### config.mk
export PLATFORM = sky130hd
export DESIGN_NAME = json_string_control_char_escaper
export DESIGN_NICKNAME = d
export VERILOG_FILES = /design/src/rtl/jsce_pkg.sv /design/src/rtl/jsce_front.sv /design/src/rtl/jsce_queue.sv /design/src/rtl/jsce_back.sv /design/src/rtl/json_string_control_char_escaper.sv
export SDC_FILE = /design/constraint.sdc
export NUM_CORES = 1
export LEC_CHECK = 0
export BUFFER_PORTS_ARGS = -buffer_cell sky130_fd_sc_hd__buf_4
export CAP_MARGIN = 0
export CORE_MARGIN = 3
export CORE_UTILIZATION = 50
export CTS_BUF_LIST = sky130_fd_sc_hd__clkbuf_2
export CTS_CLUSTER_DIAMETER = 150
export DETAILED_ROUTE_END_ITERATION = 7
export PLACE_DENSITY = 0.71
export SYNTH_ARGS = -nofsm -noshare
export SYNTH_HDL_FRONTEND = slang
export SYNTH_SLANG_ARGS = --single-unit
### constraint.sdc
create_clock -name clk_i -period 2.5 [get_ports clk_i]
set_clock_uncertainty 0.2 [all_clocks]
set_input_delay 0.25 -clock clk_i [delete_from_list [all_inputs] [get_ports clk_i]]
set_output_delay 0.25 -clock clk_i [all_outputs]
set_load 0.01 [all_outputs]
### src/rtl/jsce_pkg.sv
// jsce_pkg: shared types, character constants and helpers for the JSON string
// control-character escaper. No dependencies.
package jsce_pkg;

  // One input request: a text byte and its end-of-text mark.
  typedef struct packed {
    logic [7:0] in_byte;
    logic       end_of_text;
  } in_item_t;

  // One output result byte.
  typedef struct packed {
    logic [7:0] out_byte;
    logic       run_last;
    logic       text_end;
  } out_item_t;

  typedef enum logic {
    CMD_PASS   = 1'b0,
    CMD_ESCAPE = 1'b1
  } cmd_kind_e;

  // Classified command handed from the front to the back through the queue.
  typedef struct packed {
    cmd_kind_e  kind;
    logic [7:0] data;
    logic       eot;
  } cmd_t;

  localparam logic [7:0] CharBslash = 8'h5C;
  localparam logic [7:0] CharQuote  = 8'h22;
  localparam logic [7:0] CharU      = 8'h75;
  localparam logic [7:0] CharZero   = 8'h30;
  localparam logic [7:0] CharOne    = 8'h31;
  localparam logic [7:0] CtrlLimit  = 8'h20;

  // Position of each byte inside the six-byte \u00XX sequence.
  localparam int unsigned IdxW = 3;
  localparam logic [IdxW-1:0] IdxBslash = 3'd0;
  localparam logic [IdxW-1:0] IdxU      = 3'd1;
  localparam logic [IdxW-1:0] IdxZero0  = 3'd2;
  localparam logic [IdxW-1:0] IdxZero1  = 3'd3;
  localparam logic [IdxW-1:0] IdxHexHi  = 3'd4;
  localparam logic [IdxW-1:0] IdxHexLo  = 3'd5;

  function automatic logic [7:0] hex_lower(input logic [3:0] nib);
    logic [7:0] ch;
    if (nib < 4'd10) begin
      ch = 8'h30 + {4'h0, nib};
    end else begin
      ch = 8'h57 + {4'h0, nib};
    end
    return ch;
  endfunction

endpackage

### src/rtl/jsce_front.sv
// jsce_front: accepts input requests, tracks string/escape state and
// classifies each byte as pass-through or \u00XX escape. Uses jsce_pkg.
module jsce_front (
  input  logic               clk_i,
  input  logic               rst_ni,
  input  logic               in_valid_i,
  output logic               in_ready_o,
  input  jsce_pkg::in_item_t in_data_i,
  input  logic               q_full_i,
  output logic               push_o,
  output jsce_pkg::cmd_t     push_cmd_o
);

  logic inside_q, inside_d;
  logic esc_q, esc_d;
  logic accept;

  assign in_ready_o = !q_full_i;
  assign accept     = in_valid_i && in_ready_o;
  assign push_o     = accept;

  always_comb begin
    inside_d        = inside_q;
    esc_d           = esc_q;
    push_cmd_o.kind = jsce_pkg::CMD_PASS;
    push_cmd_o.data = in_data_i.in_byte;
    push_cmd_o.eot  = in_data_i.end_of_text;
    if (!inside_q) begin
      if (in_data_i.in_byte == jsce_pkg::CharQuote) begin
        inside_d = 1'b1;
      end
    end else if (esc_q) begin
      esc_d = 1'b0;
    end else if (in_data_i.in_byte == jsce_pkg::CharBslash) begin
      esc_d = 1'b1;
    end else if (in_data_i.in_byte == jsce_pkg::CharQuote) begin
      inside_d = 1'b0;
    end else if (in_data_i.in_byte < jsce_pkg::CtrlLimit) begin
      push_cmd_o.kind = jsce_pkg::CMD_ESCAPE;
    end
    // End of text drops both states after this byte.
    if (in_data_i.end_of_text) begin
      inside_d = 1'b0;
      esc_d    = 1'b0;
    end
  end

  always_ff @(posedge clk_i or negedge rst_ni) begin
    if (!rst_ni) begin
      inside_q <= 1'b0;
      esc_q    <= 1'b0;
    end else if (accept) begin
      inside_q <= inside_d;
      esc_q    <= esc_d;
    end
  end

endmodule

### src/rtl/jsce_queue.sv
// jsce_queue: small FIFO of classified commands between front and back.
// Uses jsce_pkg for the command type.
module jsce_queue #(
  parameter int unsigned Depth = 4
) (
  input  logic           clk_i,
  input  logic           rst_ni,
  input  logic           push_i,
  input  jsce_pkg::cmd_t push_cmd_i,
  output logic           full_o,
  input  logic           pop_i,
  output logic           valid_o,
  output jsce_pkg::cmd_t head_o
);

  localparam int unsigned PtrW = (Depth > 1) ? $clog2(Depth) : 1;
  localparam int unsigned CntW = $clog2(Depth + 1);
  localparam logic [PtrW-1:0] PtrLast = PtrW'(Depth - 1);
  localparam logic [CntW-1:0] CntFull = CntW'(Depth);

  jsce_pkg::cmd_t mem_q [Depth];
  logic [PtrW-1:0] wr_q, rd_q;
  logic [CntW-1:0] cnt_q;
  logic do_push, do_pop;

  assign full_o  = (cnt_q == CntFull);
  assign valid_o = (cnt_q != '0);
  assign head_o  = mem_q[rd_q];
  assign do_push = push_i && !full_o;
  assign do_pop  = pop_i && valid_o;

  always_ff @(posedge clk_i) begin
    if (do_push) begin
      mem_q[wr_q] <= push_cmd_i;
    end
  end

  always_ff @(posedge clk_i or negedge rst_ni) begin
    if (!rst_ni) begin
      wr_q  <= '0;
      rd_q  <= '0;
      cnt_q <= '0;
    end else begin
      if (do_push) begin
        wr_q <= (wr_q == PtrLast) ? '0 : wr_q + 1'b1;
      end
      if (do_pop) begin
        rd_q <= (rd_q == PtrLast) ? '0 : rd_q + 1'b1;
      end
      if (do_push && !do_pop) begin
        cnt_q <= cnt_q + 1'b1;
      end else if (do_pop && !do_push) begin
        cnt_q <= cnt_q - 1'b1;
      end
    end
  end

endmodule

### src/rtl/jsce_back.sv
// jsce_back: expands queued commands into output bytes, one per cycle unless
// out_ready_i stalls it, into a registered output stage. Uses jsce_pkg.
module jsce_back (
  input  logic                clk_i,
  input  logic                rst_ni,
  input  logic                q_valid_i,
  input  jsce_pkg::cmd_t      q_head_i,
  output logic                q_pop_o,
  output logic                out_valid_o,
  input  logic                out_ready_i,
  output jsce_pkg::out_item_t out_data_o
);

  logic [jsce_pkg::IdxW-1:0] idx_q, idx_d;
  logic                      out_valid_q;
  jsce_pkg::out_item_t       out_data_q, out_data_d;
  logic                      load, is_last;
  logic [7:0]                esc_byte;

  assign load    = q_valid_i && (!out_valid_q || out_ready_i);
  assign is_last = (q_head_i.kind == jsce_pkg::CMD_PASS) || (idx_q == jsce_pkg::IdxHexLo);
  assign q_pop_o = load && is_last;

  always_comb begin
    case (idx_q)
      jsce_pkg::IdxBslash: esc_byte = jsce_pkg::CharBslash;
      jsce_pkg::IdxU:      esc_byte = jsce_pkg::CharU;
      jsce_pkg::IdxZero0:  esc_byte = jsce_pkg::CharZero;
      jsce_pkg::IdxZero1:  esc_byte = jsce_pkg::CharZero;
      jsce_pkg::IdxHexHi:  esc_byte = jsce_pkg::hex_lower(q_head_i.data[7:4]);
      default:             esc_byte = jsce_pkg::hex_lower(q_head_i.data[3:0]);
    endcase
  end

  always_comb begin
    out_data_d.out_byte = (q_head_i.kind == jsce_pkg::CMD_ESCAPE) ? esc_byte : q_head_i.data;
    out_data_d.run_last = is_last;
    out_data_d.text_end = is_last && q_head_i.eot;
    idx_d               = is_last ? jsce_pkg::IdxBslash : idx_q + 1'b1;
  end

  always_ff @(posedge clk_i or negedge rst_ni) begin
    if (!rst_ni) begin
      out_valid_q <= 1'b0;
      idx_q       <= jsce_pkg::IdxBslash;
    end else begin
      if (load) begin
        out_valid_q <= 1'b1;
        idx_q       <= idx_d;
      end else if (out_ready_i) begin
        out_valid_q <= 1'b0;
      end
    end
  end

  // Payload holds while stalled.
  always_ff @(posedge clk_i) begin
    if (load) begin
      out_data_q <= out_data_d;
    end
  end

  assign out_valid_o = out_valid_q;
  assign out_data_o  = out_data_q;

endmodule

### src/rtl/json_string_control_char_escaper.sv
// json_string_control_char_escaper: top level of the JSON string escaper.
// Instantiates jsce_front, jsce_queue and jsce_back; uses jsce_pkg.
//
//   channel | direction | handshake               | payload
//   in      | request   | in_valid_i / in_ready_o   | in_data_i  (in_byte, end_of_text)
//   out     | result    | out_valid_o / out_ready_i | out_data_o (out_byte, run_last, text_end)
//
// Input takes one request per cycle while the command queue has room.
// Output gives one byte per cycle while out_ready_i is high: one for a pass byte, six for a \u00XX escape,
// so sustained input rate is set by the back end's byte count per request.
// An accepted request passes the command queue, then the registered output stage, before its first result byte.
// Reset clears string state, queue and output stage at once; no clearing pass.
// Output stalls fill the queue (QueueDepth requests) before in_ready_o drops.
module json_string_control_char_escaper #(
  parameter int unsigned QueueDepth = 4
) (
  input  logic                clk_i,
  input  logic                rst_ni,
  input  logic                in_valid_i,
  output logic                in_ready_o,
  input  jsce_pkg::in_item_t  in_data_i,
  output logic                out_valid_o,
  input  logic                out_ready_i,
  output jsce_pkg::out_item_t out_data_o
);

  logic           q_full, q_push, q_pop, q_valid;
  jsce_pkg::cmd_t push_cmd, head_cmd;

  jsce_front u_front (
    .clk_i      (clk_i),
    .rst_ni     (rst_ni),
    .in_valid_i (in_valid_i),
    .in_ready_o (in_ready_o),
    .in_data_i  (in_data_i),
    .q_full_i   (q_full),
    .push_o     (q_push),
    .push_cmd_o (push_cmd)
  );

  jsce_queue #(
    .Depth (QueueDepth)
  ) u_queue (
    .clk_i      (clk_i),
    .rst_ni     (rst_ni),
    .push_i     (q_push),
    .push_cmd_i (push_cmd),
    .full_o     (q_full),
    .pop_i      (q_pop),
    .valid_o    (q_valid),
    .head_o     (head_cmd)
  );

  jsce_back u_back (
    .clk_i       (clk_i),
    .rst_ni      (rst_ni),
    .q_valid_i   (q_valid),
    .q_head_i    (head_cmd),
    .q_pop_o     (q_pop),
    .out_valid_o (out_valid_o),
    .out_ready_i (out_ready_i),
    .out_data_o  (out_data_o)
  );

endmodule

After elaboration in Yosys (flattened, before gate mapping)

Memory sizes are Yosys's and may differ from the RTL's.
Index checks and enable logic that the tools add are counted.

Memories: 1
Register bits after elaboration: 23
Word-level logic and storage cells: 83
Bits in writable memories: 40
Output and inout port bits: 12

Memories:

| name          | words | width | read ports | clocked after memory_dff | wr ports | RTL line         | source |
|---|---|---|---|---|---|---|---|
| u_queue.mem_q | 4     | 10    | 1          | 0                        | 1        | jsce_queue.sv:21 | `jsce_pkg::cmd_t mem_q [Depth];` |

Reductions and logical operators: 21
Order comparisons: 3
Bitwise operators: 1
$add $sub $neg: 9
Multiplexer cells: 28
Eq/ne operators: 10

Operator list:

| cell                | count |
|---|---|
| $pmux 8 s4          | 1 |
| $mux 8              | 3 |
| $mux 1              | 19 |
| $add 7x4->8 const A | 2 |
| $add 6x4->7 const A | 2 |
| $eq 3x3->1 const B  | 3 |
| $mux 3              | 3 |
| $eq 8x6->1 const B  | 1 |
| $eq 8x7->1 const B  | 1 |
| $logic_and 1x1->1   | 8 |
| $lt 4x4->1 const B  | 2 |
| $lt 8x6->1 const B  | 1 |
| $add 3x1->3 const B | 2 |
| $eq 3x2->1 const B  | 2 |
| $reduce_bool 2->1   | 3 |
| $add 2x1->2 const B | 2 |
| $eq 2x2->1 const B  | 2 |
| $logic_not 1->1     | 4 |
| $mux 2              | 2 |
| $eq 3x1->1 const B  | 1 |
| $logic_not 3->1     | 1 |
| $reduce_bool 3->1   | 1 |
| $sub 3x1->3 const B | 1 |
| $logic_or 1x1->1    | 2 |
| other kinds (3)     | 3 |

Logic depth before layout (Yosys ltp)

Gate-level depths: netlist of the first run.

Depth in word-level cells: 8
Depth in mapped cells: 12
Gate-level depth less buffers: 12

Cells and area by module

A second synthesis of the first run with hierarchy kept.

Cell total of the unflattened synthesis: 209
Area, all modules: 3006.6 um2

Modules (own cells, without submodules):

| module     | seq. area each (um2) | times used | area each (um2) | cells an instance |
|---|---|---|---|---|
| jsce_queue | 1376.3               | 1          | 1920.6          | 89 |
| jsce_back  | 400.4                | 1          | 849.6           | 92 |
| jsce_front | 50.0                 | 1          | 236.5           | 28 |

Worst setup path before layout of the first run

OpenSTA, ideal clock, no wires.

Path kind: reg2reg
Start point: register u_queue.rd_q[0]
End point: register u_queue.cnt_q[1]
Path slack: -214 ps
Cell stages (with the launch flop): 9
Setup time: 125 ps
Path buffers: 0
Period minus slack after synthesis: 2714 ps
Data required time: 2175 ps
Arrival time: 2390 ps
Cells stage by stage: dfrtp_1 mux4_1 and2_1 nor2_1 inv_1 ha_1 inv_1 fa_1 mux2_2

Longest elaborated chain between the ends: 8
Elaborated cells on any way between the ends: 10

Ends and longest elaborated chain:

| what                                        | RTL line         | source |
|---|---|---|
| start: declaration                          | jsce_queue.sv:22 | `logic [PtrW-1:0] wr_q, rd_q;` |
| start signal: assignment                    | jsce_queue.sv:48 | `rd_q <= (rd_q == PtrLast) ? '0 : rd_q + 1'b1;` |
| $mem_v2 4x10 (*)                            | --               |  |
| $not 1->1 (*)                               | jsce_back.sv:21  | `assign is_last = (q_head_i.kind == jsce_pkg::CMD_PASS) \|\| (idx_q == jsce_pkg::IdxHexLo);` |
| $logic_or 1x1->1 (*)                        | jsce_back.sv:21  |  |
| $logic_and 1x1->1 (*)                       | jsce_back.sv:22  | `assign q_pop_o = load && is_last;` |
| $logic_and 1x1->1 (*)                       | jsce_queue.sv:30 | `assign do_pop = pop_i && valid_o;` |
| $logic_not 1->1                             | jsce_queue.sv:50 | `if (do_push && !do_pop) begin` |
| $logic_and 1x1->1                           | jsce_queue.sv:50 |  |
| $mux 3 or $reduce_bool 2->1 (tied branches) | --               |  |
| end signal: assignment                      | jsce_queue.sv:51 | `cnt_q <= cnt_q + 1'b1;` |
| end signal: assignment                      | jsce_queue.sv:53 | `cnt_q <= cnt_q - 1'b1;` |
| end: declaration                            | jsce_queue.sv:23 | `logic [CntW-1:0] cnt_q;` |

Mark *: on every way between the ends. The rest lies on a longest branch, timed or not.
A chain may end at the register's enable or synchronous reset.

Final worst setup path of the first run

Ends and elaborated chain as after synthesis.

==> results of run 1 <==
[area by class of cell]
| type | instances | area, um^2 |
|---|---|---|
| Sequential cell | 63 | 1830 |
| Timing Repair Buffer | 49 | 398 |
| Inverter | 15 | 56.3 |
| Multi-Input combinational cell | 127 | 1050 |
| Clock inverter | 7 | 96.3 |
| Clock buffer | 9 | 45.0 |
| Fill cell | 447 | 2040 |
| Tap cell | 72 | 90.1 |
[worst register-to-register path, delay by kind of cell (launching register included)]
| kind | cells | cell delay [ns] |
|---|---|---|
| and+or+nand+nor | 2 | 0.28 |
| buffers and inverters | 2 | 0.09 |
| muxes | 2 | 0.79 |
| adders and majority gates | 2 | 0.58 |
| DFF | 1 | 0.42 |
[cell families (layout without fill, tap and decap cells)]
group / Yosys count / after routing / share of synthesized area
DFF: 63 / 63 / 0.617
and+or+nand+nor: 58 / 58 / 0.102
AOI/OAI and AO/OA: 34 / 34 / 0.0778
buffers and inverters: 20 / 80 / 0.0283
muxes: 17 / 17 / 0.101
adders and majority gates: 14 / 14 / 0.0617
xor gates and xnor gates: 4 / 4 / 0.0118
[cell usage in the layout, fill, tap and decap left out, types with 2 or more instances in the layout]
master / instances
bufinv_16: 2
mux2_2: 5
and2_4: 2
a31oi_1: 2
nand3_1: 7
nand2_1: 17
a21oi_1: 6
mux4_2: 5
edfxtp_1: 50
mux4_1: 3
clkinvlp_4: 2
mux2i_1: 4
clkbuf_2: 9
xor2_1: 3
buf_4: 37
or3_1: 2
o21ai_0: 9
nor2_1: 10
inv_2: 2
dlygate4sd3_1: 12
and3_1: 6
a21o_2: 3
inv_1: 13
and2_1: 2
nor4_1: 4
dfrtp_1: 12
a21o_1: 2
ha_1: 12
[metrics by stage]
stage | setup WS, ns | area [um^2] | util
3_3_place_gp | 0.0919 | 3290 | 0.586
6_report | 0.0427 | 3560 | 0.635
3_5_place_dp | 0.0208 | 3290 | 0.586
5_1_grt | -0.0185 | 3560 | 0.635
2_1_floorplan | 0.000259 | 2970 | -
4_1_cts | 0.0219 | 3550 | 0.633
[worst paths after layout]
path,start,endpoint,slack (ns),depth (start not counted)
setup reg to reg,u_queue.rd_q[0],u_queue.cnt_q[1],0.04,8
max in group asynchronous,rst_ni,u_queue.rd_q[0],1.00,3
hold reg to reg,u_queue.cnt_q[2],u_queue.cnt_q[2],0.31,1
min in group asynchronous,rst_ni,u_front.esc_q,0.64,3
hold / removal,in_valid_i,u_front.inside_q,0.09,4
setup / recovery,u_queue.rd_q[0],u_queue.cnt_q[1],0.04,8
[sequential cells by signal, summed over array words and instances (netlist names)]
register	count
u_back.idx_q	3
u_back.out_data_o	10
u_back.out_valid_o	1
u_front.esc_q	1
u_front.inside_q	1
u_queue.cnt_q	3
u_queue.mem_q	40
u_queue.rd_q	2
u_queue.wr_q	2
[routing by layer]
metal / routed length (um) / vias up / GRT usage
met5: 0 / - / 0
met4: 99 / 0 / 0.0921
met3: 165 / 7 / 0.0327
met2: 2740 / 30 / 0.286
met1: 2390 / 866 / 0.210
li1: - / 905 / -
[power by group through the flow]
| stage | Combinational, W | Clock, W | Sequential, W |
|---|---|---|---|
| 2_1_floorplan | 0.00122 | 0 | 0.00169 |
| 3_3_place_gp | 0.00176 | 0 | 0.00167 |
| 3_5_place_dp | 0.00180 | 0 | 0.00169 |
| 4_1_cts | 0.00183 | 0.000737 | 0.00166 |
| 5_1_grt | 0.00207 | 0.000782 | 0.00170 |
| 6_report | 0.00185 | 0.000725 | 0.00165 |
[timing repair]
action / CTS / global route
hold buffers: 12 / 0
pin swaps: 1 / 0
setup buffers: 0 / 3
gates resized for setup: 0 / 2
setup endpoints to repair: 1 / 3
endpoints found under the hold margin: 56 / 0
==> impl_metrics.tcl, run 1 <==
set metrics [dict create \
    status "finished, final reports clean" \
    grt_start_max_net_pins 16 \
    min_period_ns 2.46 \
    wl_um 5400 \
    p_total_w 0.00423 \
    num_antenna_cells 0 \
    fmax_mhz 407 \
    globalRouteTotalUtil 0.171 \
    intPower_w 0.00275 \
    grt_pass1_vias 1892 \
    hold_slack_ns 0.0910 \
    grt_pass1_wl_um 9090 \
    die_h_um 82.9 \
    clk_latency_ns 0.49 \
    max_stage_delay_ns 0.52 \
    final_hold_viol_count 0 \
    die-width_um 82.9 \
    slowest_stage "mux4_2" \
    peakVddDrop_mv 0.600 \
    layout.nets 292 \
    synth_warnings 0 \
    syn_nets 237 \
    drt_iter0_markers 53 \
    io_pins 25 \
    combinationalPowerShare 0.438 \
    synth_cell_types 46 \
    powerDensity_mw_per_mm2 1190 \
    vias 1808 \
    synth_area_leaders "edfxtp_1 (51%), dfrtp_1 (11%), ha_1 (5.5%)" \
    synth_top_area_frac 0.507 \
    power.share.switching 0.352 \
    cts_made_buffers 9 \
    instances_no_fill 342 \
    slew_headroom 0.475 \
    cap_violations 0 \
    crit_family "multiplexers" \
    cts-root-buf "clkbuf_2" \
    synth-seq-area-share 0.617 \
    antenna_found_initial 0 \
    max_slew.worst_pin.slew_ns 0.780 \
    yosysTopAreaCell "edfxtp_1" \
    crit_arrival_ns 2.64 \
    area_growth_pct 20.4 \
    path_class "reg -> reg" \
    ant_nets 0 \
    core_mm2 0.00561 \
    tns_ns 0 \
    clk_pin_slew_ns 0.17 \
    critPathBufInv 2 \
    cp-end-kind "register" \
    synth_most_common_cell "edfxtp_1" \
    dp.cells 311 \
    synth_edf_count 50 \
    synth_ff_type "edfxtp_1" \
    critPathMaxFanout 3 \
    first_pass_iters 5 \
    async_reset_ff_frac 0.206 \
    drc 0 \
    wire_per_inst_um 15.8 \
    synth_common_cells "edfxtp_1 (50), nand2_1 (17), inv_1 (15)" \
    syn-instance-count 210 \
    cts_tree "done" \
    cp-start-kind "register" \
    switching_power_w 0.00149 \
    gp_congestion 0.821 \
    start_util 0.528 \
    dp_hpwl_um 3770 \
    seqPwrFrac 0.391 \
    via_per_inst 5.29 \
    ys_seq_elements 63 \
    cts_sinks 63 \
    drive_gt1_frac 0.281 \
    crit_path_cell_trace "mux4_2 -> and2_4 -> nor2_4 -> inv_2 -> ha_2 -> inv_2 -> fa_1 -> mux2_2" \
    slew_violations 0 \
    num_rows 27 \
    htree_levels 3 \
    clock_path_buffers 2 \
    avgSynthCellArea_um2 14.1 \
    leakage_nw 1.42 \
    fin_crit_sh 0.983 \
    cp.required_ns 2.68 \
    port_buffers 24 \
    fp.dieArea_mm2 0.00688 \
    critPathMostFrequentCell "inv_2" \
    clockPowerShare 0.171 \
    globalRouteOverflowTotal 0 \
    setup_viol 0 \
    hold_path.class "in -> reg" \
    netlist_area_mm2 0.00296 \
    rsz0062_at_grt "yes" \
]
No activity file was read; power rests on OpenSTA's default activity.
==> run 2: changes to the inputs <==
--- a/config.mk
+++ b/config.mk
@@ -8,11 +8,11 @@
 export BUFFER_PORTS_ARGS = -buffer_cell sky130_fd_sc_hd__buf_4
 export CAP_MARGIN = 0
 export CORE_MARGIN = 3
-export CORE_UTILIZATION = 50
+export CORE_UTILIZATION = 45
 export CTS_BUF_LIST = sky130_fd_sc_hd__clkbuf_2
 export CTS_CLUSTER_DIAMETER = 150
 export DETAILED_ROUTE_END_ITERATION = 7
-export PLACE_DENSITY = 0.71
+export PLACE_DENSITY = 0.65
 export SYNTH_ARGS = -nofsm -noshare
 export SYNTH_HDL_FRONTEND = slang
 export SYNTH_SLANG_ARGS = --single-unit
==> run 2 against run 1 <==
Wire length decreased by 1.6%. Total power rose by 0.52%. Final cell count increased by 0.58%. Critical path type unchanged. Hold slack gained 0.0028 ns. Non-clock buffer count down 1. Die area rose by 10%.
==> impl_metrics.tcl, run 2 (synthesized netlist as in run 1, its figures left out) <==
set metrics [dict create \
    status "finished, final reports clean" \
    regMostFlops "u_queue.mem_q" \
    endpoint "u_queue.cnt_q[1]" \
    wire_per_inst_um 15.4 \
    htree_levels 3 \
    instances_no_fill 344 \
    slew_violations 0 \
    max_slew.worst_pin.slew_ns 0.728 \
    multi_input_area_mm2 0.00107 \
    setup_viol 0 \
    powerDensity_mw_per_mm2 1190 \
    crit_path_cell_trace "mux4_2 -> and2_4 -> nor2_4 -> inv_2 -> ha_4 -> inv_2 -> fa_1 -> mux2_2" \
    core_mm2 0.00613 \
    vias 1824 \
    largest_reg_flops 40 \
    gp_congestion 0.830 \
    num_rows 28 \
    start_util 0.483 \
    layout.nets 291 \
    cp-start-kind "register" \
    critPathMostFrequentCell "inv_2" \
    slowest_stage "mux4_2" \
    area_growth_pct 20.9 \
    fin_crit_sh 0.967 \
    cts_sinks 63 \
    peakVddDrop_mv 0.566 \
    cp-end-kind "register" \
    crit_arrival_ns 2.62 \
    drive_gt1_frac 0.286 \
    hold_path.startpoint "in_valid_i" \
    p_total_w 0.00426 \
    first_pass_iters 4 \
    clk_latency_ns 0.51 \
    grt_pass1_vias 1771 \
    clk_pin_slew_ns 0.20 \
    final_hold_viol_count 0 \
    cp.required_ns 2.71 \
    cts-root-buf "clkbuf_2" \
    startpoint "u_queue.rd_q[0]" \
    die-width_um 87.1 \
    leakage_nw 1.42 \
    n_fill_cell 494 \
    globalRouteOverflowTotal 0 \
    reg2reg_slack_ns 0.08 \
    cts_made_buffers 9 \
    clock_path_buffers 2 \
    dp.cells 314 \
    hold_path.class "in -> reg" \
    grt_start_max_net_pins 16 \
    fp.dieArea_mm2 0.00758 \
    tns_ns 0 \
    max_stage_delay_ns 0.52 \
    rr_endpoint "u_queue.cnt_q[1]" \
    mostFrequentLayoutCells "edfxtp_1 (50), buf_4 (36), nand2_1 (17)" \
    critPathMaxFanout 3 \
    path_class "reg -> reg" \
    cap_violations 0 \
    via_per_inst 5.30 \
    globalRouteTotalUtil 0.155 \
    drc 0 \
    seq_area_mm2 0.00183 \
    r2r_start "u_queue.rd_q[0]" \
    antenna_found_initial 0 \
    slew_headroom 0.510 \
    rsz0062_at_grt "yes" \
    final_common_cell "edfxtp_1" \
    drt_iter0_markers 49 \
    worst_r2r_path_depth 8 \
    die_h_um 87.1 \
    ant_nets 0 \
    min_period_ns 2.42 \
    fmax_mhz 414 \
    io_pins 25 \
    port_buffers 24 \
    num_antenna_cells 0 \
    cts_tree "done" \
    dp_hpwl_um 3550 \
    grt_pass1_wl_um 8630 \
    wl_um 5310 \
]
-- run 2: cell types whose count changed in the layout (fill, tap and decap cells not counted) --
cell,delta
buf_4,-1
clkinv_4,+2
clkinvlp_4,-1
ha_1,-1
ha_4,+1
inv_6,-1
nor3_1,-1
nor3_2,+1
o21ai_0,-1
o21ai_1,+1
-- run 2: worst max-delay path, delay by kind of cell (launching register included) --
family                     cells  cell delay (ns)
muxes                          2             0.78
buffers and inverters          2             0.09
and+or+nand+nor                2             0.26
adders and majority gates      2             0.55
DFF                            1             0.44
-- run 2: stage by stage --
| step | hold slack (ns) | setup WS [ns] | instance area (um^2) | util |
|---|---|---|---|---|
| finish | 0.0938 | 0.0830 | 3580 | 0.584 |
| global route | 0.0723 | -0.00723 | 3580 | 0.584 |
| CTS | 0.0285 | 0.00131 | 3550 | 0.580 |
| detailed placement | -0.0873 | 0.0476 | 3290 | 0.537 |
| global placement | -0.0855 | 0.0925 | 3290 | 0.537 |
| floorplan | -0.246 | 0.000259 | 2970 | - |
-- run 2: timing repair --
action	in CTS	in global routing
endpoints found under the hold margin	56	0
gates resized for setup	0	6
setup endpoints to repair	0	4
hold buffers	12	0
setup buffers	0	2
-- run 2: area by class of cell --
type | count | share of cell area
flip-flops and latches | 63 | 0.511
repair buffers | 48 | 0.109
clock buffers | 9 | 0.0126
well taps | 75 | 0.0262
multi-input cells | 127 | 0.298
inverters | 15 | 0.0157
clock inverters | 7 | 0.0273
-- run 2: worst min-delay path by stage --
stage	depth (start not counted)	end	slack [ns]
after floorplan	0	u_back.idx_q[0]	-0.25
after global placement	1	u_back.idx_q[2]	-0.09
after detailed placement	1	u_back.idx_q[1]	-0.09
after CTS	4	u_front.inside_q	0.03
after global routing	4	u_queue.cnt_q[0]	0.07
final	4	u_queue.cnt_q[0]	0.09
-- run 2: power by group --
part / switching (W) / total, W / internal (W)
Clock: 0.000393 / 0.000726 / 0.000333
Combinational: 0.000971 / 0.00188 / 0.000910
Sequential: 0.000144 / 0.00165 / 0.00150
-- run 2: layer usage --
metal	vias to the layer above	global-route usage	wire, um
met5	-	0	0
met4	0	0.0795	133
met3	10	0.0369	222
met2	44	0.248	2480
met1	864	0.197	2470
li1	906	-	-
==> run 3: changes to the inputs <==
--- a/config.mk
+++ b/config.mk
@@ -7,6 +7,7 @@
 export LEC_CHECK = 0
 export BUFFER_PORTS_ARGS = -buffer_cell sky130_fd_sc_hd__buf_4
 export CAP_MARGIN = 0
+export CORE_ASPECT_RATIO = 1.1
 export CORE_MARGIN = 3
 export CORE_UTILIZATION = 45
 export CTS_BUF_LIST = sky130_fd_sc_hd__clkbuf_2
==> run 3 against run 2 <==
Sequential power barely moved. Sequential share of layout area rose by 0.25 points. Register-to-register slack barely moved. Non-clock buffer count did not move. Flip-flop and latch count did not move. Clock power fell by 14%. Final area fell by 0.49%. Largest power group unchanged.
==> impl_metrics.tcl, run 3 (synthesized netlist as in run 1, its figures left out) <==
set metrics [dict create \
    hold_path.startpoint "in_valid_i" \
    antenna_found_initial 0 \
    io_pins 25 \
    max_slew.worst_pin.slew_ns 0.748 \
    slowest_stage "mux4_2" \
    setup_viol 0 \
    r2r_start "u_queue.rd_q[0]" \
    cp-end-kind "register" \
    critPathBufInv 2 \
    mostFrequentLayoutCells "edfxtp_1 (50), buf_4 (36), nand2_1 (17)" \
    cp.required_ns 2.71 \
    globalRouteTotalUtil 0.156 \
    final_hold_viol_count 0 \
    path_class "reg -> reg" \
    startpoint "u_queue.rd_q[0]" \
    max_stage_delay_ns 0.51 \
    grt_pass1_wl_um 9140 \
    final_common_cell "edfxtp_1" \
    die-width_um 83.3 \
    n_fill_cell 521 \
    vias 1833 \
    grt_start_max_net_pins 16 \
    globalRouteOverflowTotal 0 \
    cts_made_buffers 9 \
    regMostFlops "u_queue.mem_q" \
    gp_congestion 0.865 \
    whs_path_depth 4 \
    crit_family "multiplexers" \
    area_growth_pct 20.3 \
    slew_violations 0 \
    grt_pass1_vias 1921 \
    cts_sinks 63 \
    crit_path_cell_trace "mux4_2 -> and2_4 -> nor2_4 -> inv_2 -> ha_4 -> inv_2 -> fa_1 -> mux2_2" \
    seq_area_mm2 0.00183 \
    cts-root-buf "clkbuf_2" \
    dp_hpwl_um 3700 \
    slew_headroom 0.497 \
    rsz0062_at_grt "yes" \
    fp.dieArea_mm2 0.00759 \
    hold_path.class "in -> reg" \
    num_antenna_cells 0 \
    utilization 0.568 \
    largest_reg_flops 40 \
    start_util 0.472 \
    multi_input_area_mm2 0.00107 \
    first_pass_iters 4 \
    die_h_um 91.1 \
    min_period_ns 2.41 \
    wl_um 5340 \
    cts_tree "done" \
    htree_levels 3 \
    stdcell_area_mm2 0.00356 \
    via_per_inst 5.25 \
    wire_per_inst_um 15.3 \
    leakage_nw 1.41 \
    dpl_cell_area_mm2 0.00330 \
    drive_gt1_frac 0.290 \
    tns_ns 0 \
    core_mm2 0.00627 \
    hold_slack_ns 0.0925 \
    dp.cells 319 \
    port_buffers 24 \
    fmax_mhz 416 \
    fin_crit_sh 0.962 \
    critPathMaxFanout 4 \
    status "finished, final reports clean" \
    cp_num_cells 8 \
    ant_nets 0 \
    clk_pin_slew_ns 0.18 \
    peakVddDrop_mv 0.634 \
    crit_arrival_ns 2.61 \
    worst_r2r_path_depth 8 \
    cap_violations 0 \
    drc 0 \
    critPathMostFrequentCell "inv_2" \
    drt_iter0_markers 63 \
    powerDensity_mw_per_mm2 1160 \
    cp-start-kind "register" \
    clock_path_buffers 2 \
    instances_no_fill 349 \
    clk_latency_ns 0.49 \
    num_rows 30 \
    layout.nets 291 \
]
## run 3: area by class of cell
cell class / count / area share
Sequential cell: 63 / 0.513
Multi-Input combinational cell: 127 / 0.300
Timing Repair Buffer: 48 / 0.110
Tap cell: 80 / 0.0281
Clock inverter: 7 / 0.0207
Inverter: 15 / 0.0158
Clock buffer: 9 / 0.0126
## run 3: worst paths after layout
kind | endpoint | slack [ns]
worst max-delay path | u_queue.cnt_q[1] | 0.09
worst min-delay path | u_queue.cnt_q[0] | 0.09
worst max register to register | u_queue.cnt_q[1] | 0.09
worst min register to register | u_back.out_valid_o | 0.32
max in group asynchronous | u_queue.rd_q[0] | 1.05
min in group asynchronous | u_queue.rd_q[1] | 0.62
## run 3: report_power, final
group / total [W] / internal, W / switching [W]
combinational: 0.00187 / 0.000906 / 0.000966
clock: 0.000624 / 0.000232 / 0.000392
sequential: 0.00164 / 0.00151 / 0.000136
## run 3: metrics by stage
step	worst slack (ns)	power (W)
2_1_floorplan	0.000259	0.00291
3_3_place_gp	0.0839	0.00347
3_5_place_dp	0.0349	0.00348
4_1_cts	0.0223	0.00413
5_1_grt	-0.0175	0.00446
6_report	0.0940	0.00414
## run 3: worst min-delay path: cells and delay by family
kind	cells	cell delay, ns
XOR/XNOR	1	0.06
AND/OR/NAND/NOR	1	0.19
buffers and inverters	1	0.10
adder cells (fa/ha/maj)	1	0.17
## run 3: what timing repair did
item / CTS / global route
hold buffers: 12 / 0
resized for setup: 0 / 5
endpoints found under the hold margin: 56 / 0
endpoints found under the setup margin: 0 / 3
setup buffers: 0 / 2
## run 3: metal layers
| metal | part of all wire | global-route usage |
|---|---|---|
| met5 | 0 | 0 |
| met4 | 0.024 | 0.0858 |
| met3 | 0.044 | 0.0327 |
| met2 | 0.50 | 0.260 |
| met1 | 0.44 | 0.189 |
